`src/design/ffpa_pkg.sv`:
```
package ffpa_pkg;

    localparam int SIZE_W  = 14;
    localparam int UNITS_W = 8;
    localparam int PIU_W   = 7;
    localparam int QUO_W   = SIZE_W + 1;
    localparam int PID_W   = 8;
    localparam int FIRST_W = 6;
    localparam int COUNT_W = 7;
    localparam int STAT_W  = 2;
    localparam int WIDE_W  = 16;

    localparam logic [PIU_W-1:0]   PIU_RESET   = 7'd64;
    localparam logic [UNITS_W-1:0] UNITS_RESET = 8'd16;

    localparam logic CMD_ALLOC = 1'b0;
    localparam logic CMD_FREE  = 1'b1;

    localparam logic CFG_PAGES = 1'b0;
    localparam logic CFG_UNITS = 1'b1;

    localparam logic [STAT_W-1:0] ST_ALLOCATED = 2'd0;
    localparam logic [STAT_W-1:0] ST_CANNOT    = 2'd1;
    localparam logic [STAT_W-1:0] ST_FREED     = 2'd2;

    typedef enum logic [2:0] {
        S_IDLE,
        S_DIV,
        S_SEARCH,
        S_MARK,
        S_FREE
    } t_state;

    typedef struct packed {
        logic start;
        logic [QUO_W-1:0] dividend;
        logic [UNITS_W-1:0] divisor;
    } t_div_req;

    typedef struct packed {
        logic done;
        logic [QUO_W-1:0] quotient;
    } t_div_rsp;

endpackage

```
`src/design/ffpa_cell.sv`:
```
module ffpa_cell #(
    parameter int ID_BITS = 8
) (
    input  logic               i_clk,
    input  logic               i_rst_n,
    input  logic               i_shift,
    input  logic [ID_BITS-1:0] i_owner,
    output logic [ID_BITS-1:0] o_owner
);

    logic [ID_BITS-1:0] r_owner;

    always_ff @(posedge i_clk) begin
        if (!i_rst_n) begin
            r_owner <= '0;
        end else if (i_shift) begin
            r_owner <= i_owner;
        end
    end

    assign o_owner = r_owner;

endmodule

```
`src/design/ffpa_div.sv`:
```
module ffpa_div (
    input  logic              i_clk,
    input  logic              i_rst_n,
    input  ffpa_pkg::t_div_req i_req,
    output ffpa_pkg::t_div_rsp o_rsp
);

    localparam int CNT_W = $clog2(ffpa_pkg::QUO_W + 1);

    logic [ffpa_pkg::UNITS_W:0]   r_rem;
    logic [ffpa_pkg::QUO_W-1:0]   r_quo;
    logic [ffpa_pkg::UNITS_W-1:0] r_div;
    logic [CNT_W-1:0]             r_cnt;
    logic                         r_busy;
    logic                         r_done;
    logic [ffpa_pkg::UNITS_W:0]   trial;
    logic                         ge;

    assign trial = {r_rem[ffpa_pkg::UNITS_W-1:0], r_quo[ffpa_pkg::QUO_W-1]};
    assign ge    = trial >= {1'b0, r_div};

    always_ff @(posedge i_clk) begin
        if (!i_rst_n) begin
            r_busy <= 1'b0;
            r_done <= 1'b0;
            r_cnt  <= '0;
        end else begin
            r_done <= 1'b0;
            if (i_req.start) begin
                r_busy <= 1'b1;
                r_cnt  <= CNT_W'(ffpa_pkg::QUO_W);
            end else if (r_busy) begin
                r_cnt <= r_cnt - 1'b1;
                if (r_cnt == CNT_W'(1)) begin
                    r_busy <= 1'b0;
                    r_done <= 1'b1;
                end
            end
        end
    end

    always_ff @(posedge i_clk) begin
        if (i_req.start) begin
            r_rem <= '0;
            r_quo <= i_req.dividend;
            r_div <= i_req.divisor;
        end else if (r_busy) begin
            r_rem <= ge ? trial - {1'b0, r_div} : trial;
            r_quo <= {r_quo[ffpa_pkg::QUO_W-2:0], ge};
        end
    end

    assign o_rsp.done     = r_done;
    assign o_rsp.quotient = r_quo;

endmodule

```
`src/design/first_fit_page_allocator_core.sv`:
```
// First-fit contiguous page allocator.
// Command channel: an item is taken at a clock edge with start high and busy low.
// Allocate (command 0) marks the lowest free run of ceil(request_size /
// units_per_page) pages with process_id; free (command 1) clears every page
// that process_id owns. Each item gives one result on o_status, o_first_page
// and o_page_count, marked by o_valid for exactly one cycle.
// Configuration: i_cfg_we writes i_cfg_data to register i_cfg_index
// (0 = pages in use, 1 = units per page) at once; write only while idle.
// Allocate runs the bit-serial divider, then one full turn of the page ring
// to search and one more to mark. Free takes one ring turn.
// Rejected allocates (zero id, zero size, zero units, zero pages in use)
// answer in the cycle after they are taken; a run longer than the pages in
// use is refused once the divider finishes.
// The ring turns one page per cycle past a single head cell; that sets the rate.
// One item at a time; busy stays high until its result is issued and drops
// in the cycle the strobe shows. The receiver cannot stall.
// Reset clears every page to free and loads 64 pages of 16 units.
module first_fit_page_allocator_core #(
    parameter int MAX_PAGES = 64,
    parameter int ID_BITS   = 8
) (
    input  logic                              i_clk,
    input  logic                              i_rst_n,
    input  logic                              start,
    output logic                              busy,
    input  logic                              i_command,
    input  logic [ffpa_pkg::PID_W-1:0]        i_process_id,
    input  logic [ffpa_pkg::SIZE_W-1:0]       i_request_size,
    input  logic                              i_cfg_we,
    input  logic                              i_cfg_index,
    input  logic [ffpa_pkg::UNITS_W-1:0]      i_cfg_data,
    output logic                              o_valid,
    output logic [ffpa_pkg::STAT_W-1:0]       o_status,
    output logic [ffpa_pkg::FIRST_W-1:0]      o_first_page,
    output logic [ffpa_pkg::COUNT_W-1:0]      o_page_count
);

    localparam int PW    = (MAX_PAGES > 1) ? $clog2(MAX_PAGES) : 1;
    localparam int LIM_W = $clog2(MAX_PAGES + 1);
    localparam int WW    = ffpa_pkg::WIDE_W;

    ffpa_pkg::t_state r_state, n_state;

    logic [PW-1:0]                 r_pos, n_pos;
    logic [LIM_W-1:0]              r_run, n_run;
    logic [LIM_W-1:0]              r_count, n_count;
    logic [ffpa_pkg::QUO_W-1:0]    r_need, n_need;
    logic [PW-1:0]                 r_start_pg, n_start_pg;
    logic                          r_found, n_found;
    logic [ID_BITS-1:0]            r_id, n_id;
    logic                          r_valid, n_valid;
    logic [ffpa_pkg::STAT_W-1:0]   r_status, n_status;
    logic [ffpa_pkg::FIRST_W-1:0]  r_first, n_first;
    logic [ffpa_pkg::COUNT_W-1:0]  r_pcount, n_pcount;
    logic [ffpa_pkg::PIU_W-1:0]    r_piu;
    logic [ffpa_pkg::UNITS_W-1:0]  r_upp;

    logic [ID_BITS-1:0]            chain [MAX_PAGES];
    logic [ID_BITS-1:0]            head;
    logic [ID_BITS-1:0]            head_new;
    logic                          shift;

    logic                          accept;
    logic [WW-1:0]                 pid_wide;
    logic [ID_BITS-1:0]            in_id;
    logic [WW-1:0]                 limit_wide;
    logic [LIM_W-1:0]              limit;
    logic                          reject;
    logic                          pos_last;
    logic                          pos_in;
    logic [WW-1:0]                 run_p1;
    logic                          hit;
    logic                          in_run;
    logic                          match;

    ffpa_pkg::t_div_req            div_req;
    ffpa_pkg::t_div_rsp            div_rsp;

    assign accept     = start && !busy;
    assign busy       = r_state != ffpa_pkg::S_IDLE;
    assign pid_wide   = WW'(i_process_id);
    assign in_id      = pid_wide[ID_BITS-1:0];
    assign limit_wide = (WW'(r_piu) > WW'(MAX_PAGES)) ? WW'(MAX_PAGES) : WW'(r_piu);
    assign limit      = limit_wide[LIM_W-1:0];
    assign reject     = (in_id == '0) || (i_request_size == '0) || (r_upp == '0)
                        || (limit == '0);

    assign head     = chain[0];
    assign pos_last = r_pos == PW'(MAX_PAGES - 1);
    assign pos_in   = WW'(r_pos) < WW'(limit);
    assign run_p1   = WW'(r_run) + WW'(1);
    assign hit      = !r_found && pos_in && (head == '0) && (run_p1 == WW'(r_need));
    assign in_run   = (WW'(r_pos) >= WW'(r_start_pg))
                      && (WW'(r_pos) < WW'(r_start_pg) + WW'(r_need));
    assign match    = (r_id != '0) && (head == r_id);

    assign shift = (r_state == ffpa_pkg::S_SEARCH) || (r_state == ffpa_pkg::S_MARK)
                   || (r_state == ffpa_pkg::S_FREE);

    always_comb begin
        head_new = head;
        if (r_state == ffpa_pkg::S_MARK && in_run) begin
            head_new = r_id;
        end else if (r_state == ffpa_pkg::S_FREE && match) begin
            head_new = '0;
        end
    end

    for (genvar k = 0; k < MAX_PAGES; k++) begin : g_ring
        ffpa_cell #(
            .ID_BITS(ID_BITS)
        ) u_cell (
            .i_clk   (i_clk),
            .i_rst_n (i_rst_n),
            .i_shift (shift),
            .i_owner ((k == MAX_PAGES - 1) ? head_new : chain[(k + 1) % MAX_PAGES]),
            .o_owner (chain[k])
        );
    end

    assign div_req.start    = accept && (i_command == ffpa_pkg::CMD_ALLOC) && !reject;
    assign div_req.dividend = ffpa_pkg::QUO_W'(i_request_size) + ffpa_pkg::QUO_W'(r_upp)
                              - ffpa_pkg::QUO_W'(1);
    assign div_req.divisor  = r_upp;

    ffpa_div u_div (
        .i_clk   (i_clk),
        .i_rst_n (i_rst_n),
        .i_req   (div_req),
        .o_rsp   (div_rsp)
    );

    always_comb begin
        n_state = r_state;
        unique case (r_state) inside
            ffpa_pkg::S_IDLE: begin
                if (accept) begin
                    if (i_command == ffpa_pkg::CMD_FREE) begin
                        n_state = ffpa_pkg::S_FREE;
                    end else if (!reject) begin
                        n_state = ffpa_pkg::S_DIV;
                    end
                end
            end
            ffpa_pkg::S_DIV: begin
                if (div_rsp.done) begin
                    n_state = (WW'(div_rsp.quotient) > WW'(limit)) ? ffpa_pkg::S_IDLE
                                                                   : ffpa_pkg::S_SEARCH;
                end
            end
            ffpa_pkg::S_SEARCH: begin
                if (pos_last) begin
                    n_state = (r_found || hit) ? ffpa_pkg::S_MARK : ffpa_pkg::S_IDLE;
                end
            end
            ffpa_pkg::S_MARK, ffpa_pkg::S_FREE: begin
                if (pos_last) begin
                    n_state = ffpa_pkg::S_IDLE;
                end
            end
            default: n_state = ffpa_pkg::S_IDLE;
        endcase
    end

    always_comb begin
        n_pos      = shift ? (pos_last ? '0 : r_pos + 1'b1) : r_pos;
        n_run      = r_run;
        n_count    = r_count;
        n_need     = r_need;
        n_start_pg = r_start_pg;
        n_found    = r_found;
        n_id       = r_id;
        n_valid    = 1'b0;
        n_status   = r_status;
        n_first    = r_first;
        n_pcount   = r_pcount;
        unique case (r_state)
            ffpa_pkg::S_IDLE: begin
                n_pos   = '0;
                n_run   = '0;
                n_count = '0;
                n_found = 1'b0;
                if (accept) begin
                    n_id = in_id;
                    if (i_command == ffpa_pkg::CMD_ALLOC && reject) begin
                        n_valid  = 1'b1;
                        n_status = ffpa_pkg::ST_CANNOT;
                        n_first  = '0;
                        n_pcount = '0;
                    end
                end
            end
            ffpa_pkg::S_DIV: begin
                if (div_rsp.done) begin
                    n_need = div_rsp.quotient;
                    if (WW'(div_rsp.quotient) > WW'(limit)) begin
                        n_valid  = 1'b1;
                        n_status = ffpa_pkg::ST_CANNOT;
                        n_first  = '0;
                        n_pcount = '0;
                    end
                end
            end
            ffpa_pkg::S_SEARCH: begin
                if (!r_found) begin
                    n_run = (pos_in && head == '0) ? run_p1[LIM_W-1:0] : '0;
                end
                if (hit) begin
                    n_found    = 1'b1;
                    n_start_pg = PW'(WW'(r_pos) + WW'(1) - WW'(r_need));
                end
                if (pos_last && !(r_found || hit)) begin
                    n_valid  = 1'b1;
                    n_status = ffpa_pkg::ST_CANNOT;
                    n_first  = '0;
                    n_pcount = '0;
                end
            end
            ffpa_pkg::S_MARK: begin
                if (pos_last) begin
                    n_valid  = 1'b1;
                    n_status = ffpa_pkg::ST_ALLOCATED;
                    n_first  = ffpa_pkg::FIRST_W'(r_start_pg);
                    n_pcount = ffpa_pkg::COUNT_W'(r_need);
                end
            end
            ffpa_pkg::S_FREE: begin
                if (match) begin
                    n_count = r_count + 1'b1;
                end
                if (pos_last) begin
                    n_valid  = 1'b1;
                    n_status = ffpa_pkg::ST_FREED;
                    n_first  = '0;
                    n_pcount = ffpa_pkg::COUNT_W'(match ? r_count + 1'b1 : r_count);
                end
            end
            default: n_valid = 1'b0;
        endcase
    end

    always_ff @(posedge i_clk) begin
        if (!i_rst_n) begin
            r_state <= ffpa_pkg::S_IDLE;
            r_pos   <= '0;
            r_run   <= '0;
            r_count <= '0;
            r_found <= 1'b0;
            r_valid <= 1'b0;
            r_piu   <= ffpa_pkg::PIU_RESET;
            r_upp   <= ffpa_pkg::UNITS_RESET;
        end else begin
            r_state <= n_state;
            r_pos   <= n_pos;
            r_run   <= n_run;
            r_count <= n_count;
            r_found <= n_found;
            r_valid <= n_valid;
            if (i_cfg_we) begin
                unique case (i_cfg_index)
                    ffpa_pkg::CFG_PAGES: r_piu <= i_cfg_data[ffpa_pkg::PIU_W-1:0];
                    ffpa_pkg::CFG_UNITS: r_upp <= i_cfg_data;
                    default: r_upp <= r_upp;
                endcase
            end
        end
    end

    always_ff @(posedge i_clk) begin
        r_need     <= n_need;
        r_start_pg <= n_start_pg;
        r_id       <= n_id;
        r_status   <= n_status;
        r_first    <= n_first;
        r_pcount   <= n_pcount;
    end

    assign o_valid      = r_valid;
    assign o_status     = r_status;
    assign o_first_page = r_first;
    assign o_page_count = r_pcount;

    a_valid_follows_work: assert property (@(posedge i_clk) disable iff (!i_rst_n)
        o_valid |-> ($past(busy) || $past(start)))
        else $error("result without a command");

    a_mark_fits: assert property (@(posedge i_clk) disable iff (!i_rst_n)
        (r_state == ffpa_pkg::S_MARK) |-> (WW'(r_need) <= WW'(limit)))
        else $error("marking a run longer than the pages in use");

    a_div_done_in_div: assert property (@(posedge i_clk) disable iff (!i_rst_n)
        div_rsp.done |-> (r_state == ffpa_pkg::S_DIV))
        else $error("divider finished outside the divide phase");

    a_cannot_is_empty: assert property (@(posedge i_clk) disable iff (!i_rst_n)
        (o_valid && o_status == ffpa_pkg::ST_CANNOT)
            |-> (o_page_count == '0 && o_first_page == '0))
        else $error("refused allocation reports pages");

endmodule
```
`config.mk`:
```
export PLATFORM = sky130hd
export DESIGN_NAME = first_fit_page_allocator_core
export DESIGN_NICKNAME = d
export VERILOG_FILES = /design/src/design/ffpa_pkg.sv /design/src/design/ffpa_cell.sv /design/src/design/ffpa_div.sv /design/src/design/first_fit_page_allocator_core.sv
export SDC_FILE = /design/constraint.sdc
export NUM_CORES = 1
export LEC_CHECK = 0
export BUFFER_PORTS_ARGS = -buffer_cell sky130_fd_sc_hd__buf_2
export CAP_MARGIN = 40
export CORE_AREA = 2 2 283 201
export DETAILED_ROUTE_END_ITERATION = 6
export DIE_AREA = 0 0 285 203
export PLACE_DENSITY = 0.68
export SLEW_MARGIN = 15
export SYNTH_ARGS = -nofsm -noshare
export SYNTH_HDL_FRONTEND = slang
export SYNTH_HIERARCHICAL = 1
export SYNTH_SLANG_ARGS = --single-unit
```
`constraint.sdc`:
```
create_clock -name i_clk -period 3.5 [get_ports i_clk]
set_input_delay 0.7 -clock i_clk [delete_from_list [all_inputs] [get_ports i_clk]]
set_output_delay 0.7 -clock i_clk [all_outputs]
set_load 0.1 [all_outputs]
```
==> impl_results.md <==
- Worst skew pair latency: around 630 ps
- Crit-path cells: ha_1 > fa_1 > xnor2_1 > ha_1 > a2111oi_0 > a21oi_1 > nand3_1 > a21oi_1 > a41oi_4 > buf_4 > mux2i_1 > mux2i_1 > nor2b_1
- # Post-CTS Setup Buffers: 0
- Layout area overhead: 11.3%
- Slew headroom: 47.8%
- Met3 Usage GRT: around 2.8%
- CP endpoint: g_ring[63].u_cell/o_owner[3]
- Max clock buf depth: 3
- Die X: around 290 um
- Vias in the first global route: between 15,000 and 20,000
- Setup crit start kind: flop
- R2R depth: 13
- Setup TNS Final: 0 ps
- DRC: 0
- Die H: between 200 and 250 um
- Netlist cell types: 76
- Crit path largest cell delay: 450 ps
- Avg Inst Size Synth: 11.1 um2
- Initial Util: 49.7%
- Post-CTS Hold Fix Bufs: 0
- CTS tree: done
- CP max-delay cell: edfxtp_1
- RSZ-0062 raised after global routing: no
- Post-Syn Nets: about 2,600
- Port buffer count: 52
- Slew Limit Fails: 0
- Layout cell share with drive strength beyond 1: 9.45%
- Commonest non-fill, non-tap cell in the layout: dfxtp_1
- Ports: 53
- Initial DRC Count: 912
- Status: finished clean
- Dominant synthesized flop cell: dfxtp_1
- Largest net degree at the start of global routing: between 150 and 200
- Fin crit share: 90.4%
- Most Used Layer, Global Route: met2
- Ys async rst share: 0%
- Synthesized area: 27,300 um2
- Clock skew: 44.4 ps
- Worst-margin pin slew: 779 ps
- Max IR drop VDD: 384 uV
- Post-Route WL: 52,400 um
- Ant diodes: 0
- Setup Viol. Count Final: 0
- Minimum clock period: ~3200 ps
- Reg-to-reg endpoint: g_ring[63].u_cell/o_owner[3]
- Setup WS post-layout: 335 ps
- Leakage: 10.6 nW
- Mean number of vias per cell: 5.06
- Highest clock rate: approximately 320 MHz
- GR Layer Usage met2: approximately 28%
- 1st-pass router iterations: 5
- CTS clk-pin slew, worst paths: about 70 ps
- Number of flops mapped to enable cells by yosys: 67
- Row count: 72
- GPL Wtd Cong: between 0.8 and 0.9
- PwrDens: 554 nW/um2
- Core area: 55,000 um2
- H-tree depth: 2
- Commonest non-fill, non-tap cells in the layout: 566 x dfxtp_1, 531 x mux2i_1, 529 x nor2b_1
- # resized after CTS: 0
- CP startpoint: r_need[0]
- Hold Path Class: in2reg
- Place WS: between 100 and 150 ps
- Initial antenna violation count: 1
- Yosys warning count: 6
- Sink Count: 633
- DP HPWL: 35,900 um
- Overflow after GRT: 0
- Vias: around 17,000
- Crit path depth: 13
- Routed wire per std cell: 15.8 um
- Kind of critical path: reg2reg
- FF-to-FF Start: r_need[0]
- Post-synthesis cell count: 2,455
- GRT Overall Usage: 18.1%
- Worst Path Max Fanout: 8
- Total CTS buffers: 57
- First-pass GRT wire length: 86,300 um
- Crit-path leading delay family: adder cells
- GR Util met1: 26.8%
- Count of final hold-check violations: 0
- WP buf/inv: 1
- Die area: between 50,000 and 60,000 um2
- Worst setup EP type: flop
- Max-Cap Viols: 0
- Setup slack, reg-to-reg: 340 ps
- Synthesized flop and latch total: 633
- Tot Pwr: 16.9 mW
- Crit path DAT: 3730 ps
- Nets: about 2,600
- Clk root buf: clkbuf_16
- Sequential share of the synthesized area: 48.9%
- Worst Path Required: 4070 ps
- Final ANT Viol Nets: 0
[logic make-up (layout without fill, tap and decap cells)]
family / Yosys count / in the layout / synth area share, %
flops: 633 / 633 / 48.9
buf+inv: 183 / 310 / 4.36
xor+xnor: 55 / 55 / 1.81
simple gates: 796 / 796 / 17.0
compound gates: 161 / 161 / 4.07
fa+ha+maj: 79 / 79 / 3.73
mux: 548 / 548 / 20.2
[cell type report]
| class | count | area [um2] |
|---|---|---|
| Clock inverter | 37 | 402 |
| Timing Repair Buffer | 106 | 958 |
| Clock buffer | 71 | 1610 |
| Multi-Input combinational cell | 1639 | 12800 |
| Inverter | 96 | 364 |
| Fill cell | 4694 | 24500 |
| Tap cell | 740 | 926 |
| Sequential cell | 633 | 13300 |
[stage by stage]
stage / utilization, % / hold slack, ps / cell area, um2 / cells
after CTS: 55.3 / 220 / 30400 / 3322
after detailed placement: 51.7 / 486 / 28400 / 3214
after floorplan: - / 446 / 27300 / 2455
after global placement: 51.6 / 484 / 28400 / 3212
final: 55.3 / 260 / 30400 / 3322
after global routing: 55.3 / 232 / 30400 / 3322
[synth_stat cells (9+ instances only)]
| master | count | area, um2 |
|---|---|---|
| mux2i_1 | 531 | 5320 |
| nand2_1 | 80 | 300 |
| clkbuf_1 | 13 | 48.8 |
| a21o_1 | 9 | 67.6 |
| nor4_1 | 19 | 119 |
| nor3_1 | 17 | 85.1 |
| ha_1 | 75 | 938 |
| inv_1 | 95 | 357 |
| mux2_2 | 17 | 191 |
| a21oi_1 | 41 | 205 |
| xor2_1 | 25 | 219 |
| o21ai_0 | 29 | 145 |
| nor2b_1 | 529 | 3310 |
| nand2b_1 | 10 | 62.6 |
| edfxtp_1 | 67 | 2010 |
| o31ai_1 | 10 | 75.1 |
| dfxtp_1 | 566 | 11300 |
| xnor2_1 | 29 | 254 |
| buf_6 | 65 | 732 |
| nor2_1 | 58 | 218 |
| o21a_1 | 12 | 90.1 |
| nand3_1 | 27 | 135 |
[worst min-delay path by stage]
stage / startpoint / end / slack [ps] / depth (start not counted)
after detailed placement: u_div/r_quo[3] / r_need[3] / 490 / 0
after floorplan: u_div/r_quo[0] / r_need[0] / 450 / 0
final: i_process_id[5] / r_id[5] / 260 / 1
after CTS: i_process_id[5] / r_id[5] / 220 / 1
after global placement: u_div/r_quo[3] / r_need[3] / 480 / 0
after global routing: i_process_id[5] / r_id[5] / 230 / 1
[routing by layer]
metal  vias up  wire length, um
met5         -                0
met4         0              863
met3        66             2010
met2       212            22300
met1      7957            27200
li1       8588                -
[report_power, final]
part	internal [mW]	switching (mW)	leakage, nW
clock	3.80	2.79	0.988
combinational	1.12	1.49	4.40
sequential	7.51	0.150	5.19
[state kept, by name, summed over array words and instances (netlist names), 2 cells and up]
register and flops:
u_div/r_rem 8, r_state 3, r_piu 7, r_id 8, r_run 7, r_start_pg 6, u_div/r_cnt 4, o_first_page 6
u_div/r_div 8, u_div/r_quo 15, g_ring.u_cell/o_owner 512, r_upp 8, r_pos 6, o_page_count 7, r_count 7, r_need 15
o_status 2
[worst register-to-register path, stage by stage, from the launching register on]
cell and delay, ps:
edfxtp_1 450, ha_1 280, fa_1 460, xnor2_1 170, ha_1 190, a2111oi_0 360
a21oi_1 120, nand3_1 110, a21oi_1 110, a41oi_4 220, buf_4 250, mux2i_1 240
mux2i_1 90, nor2b_1 100
Note: power is estimated with default switching activity, not from simulation.
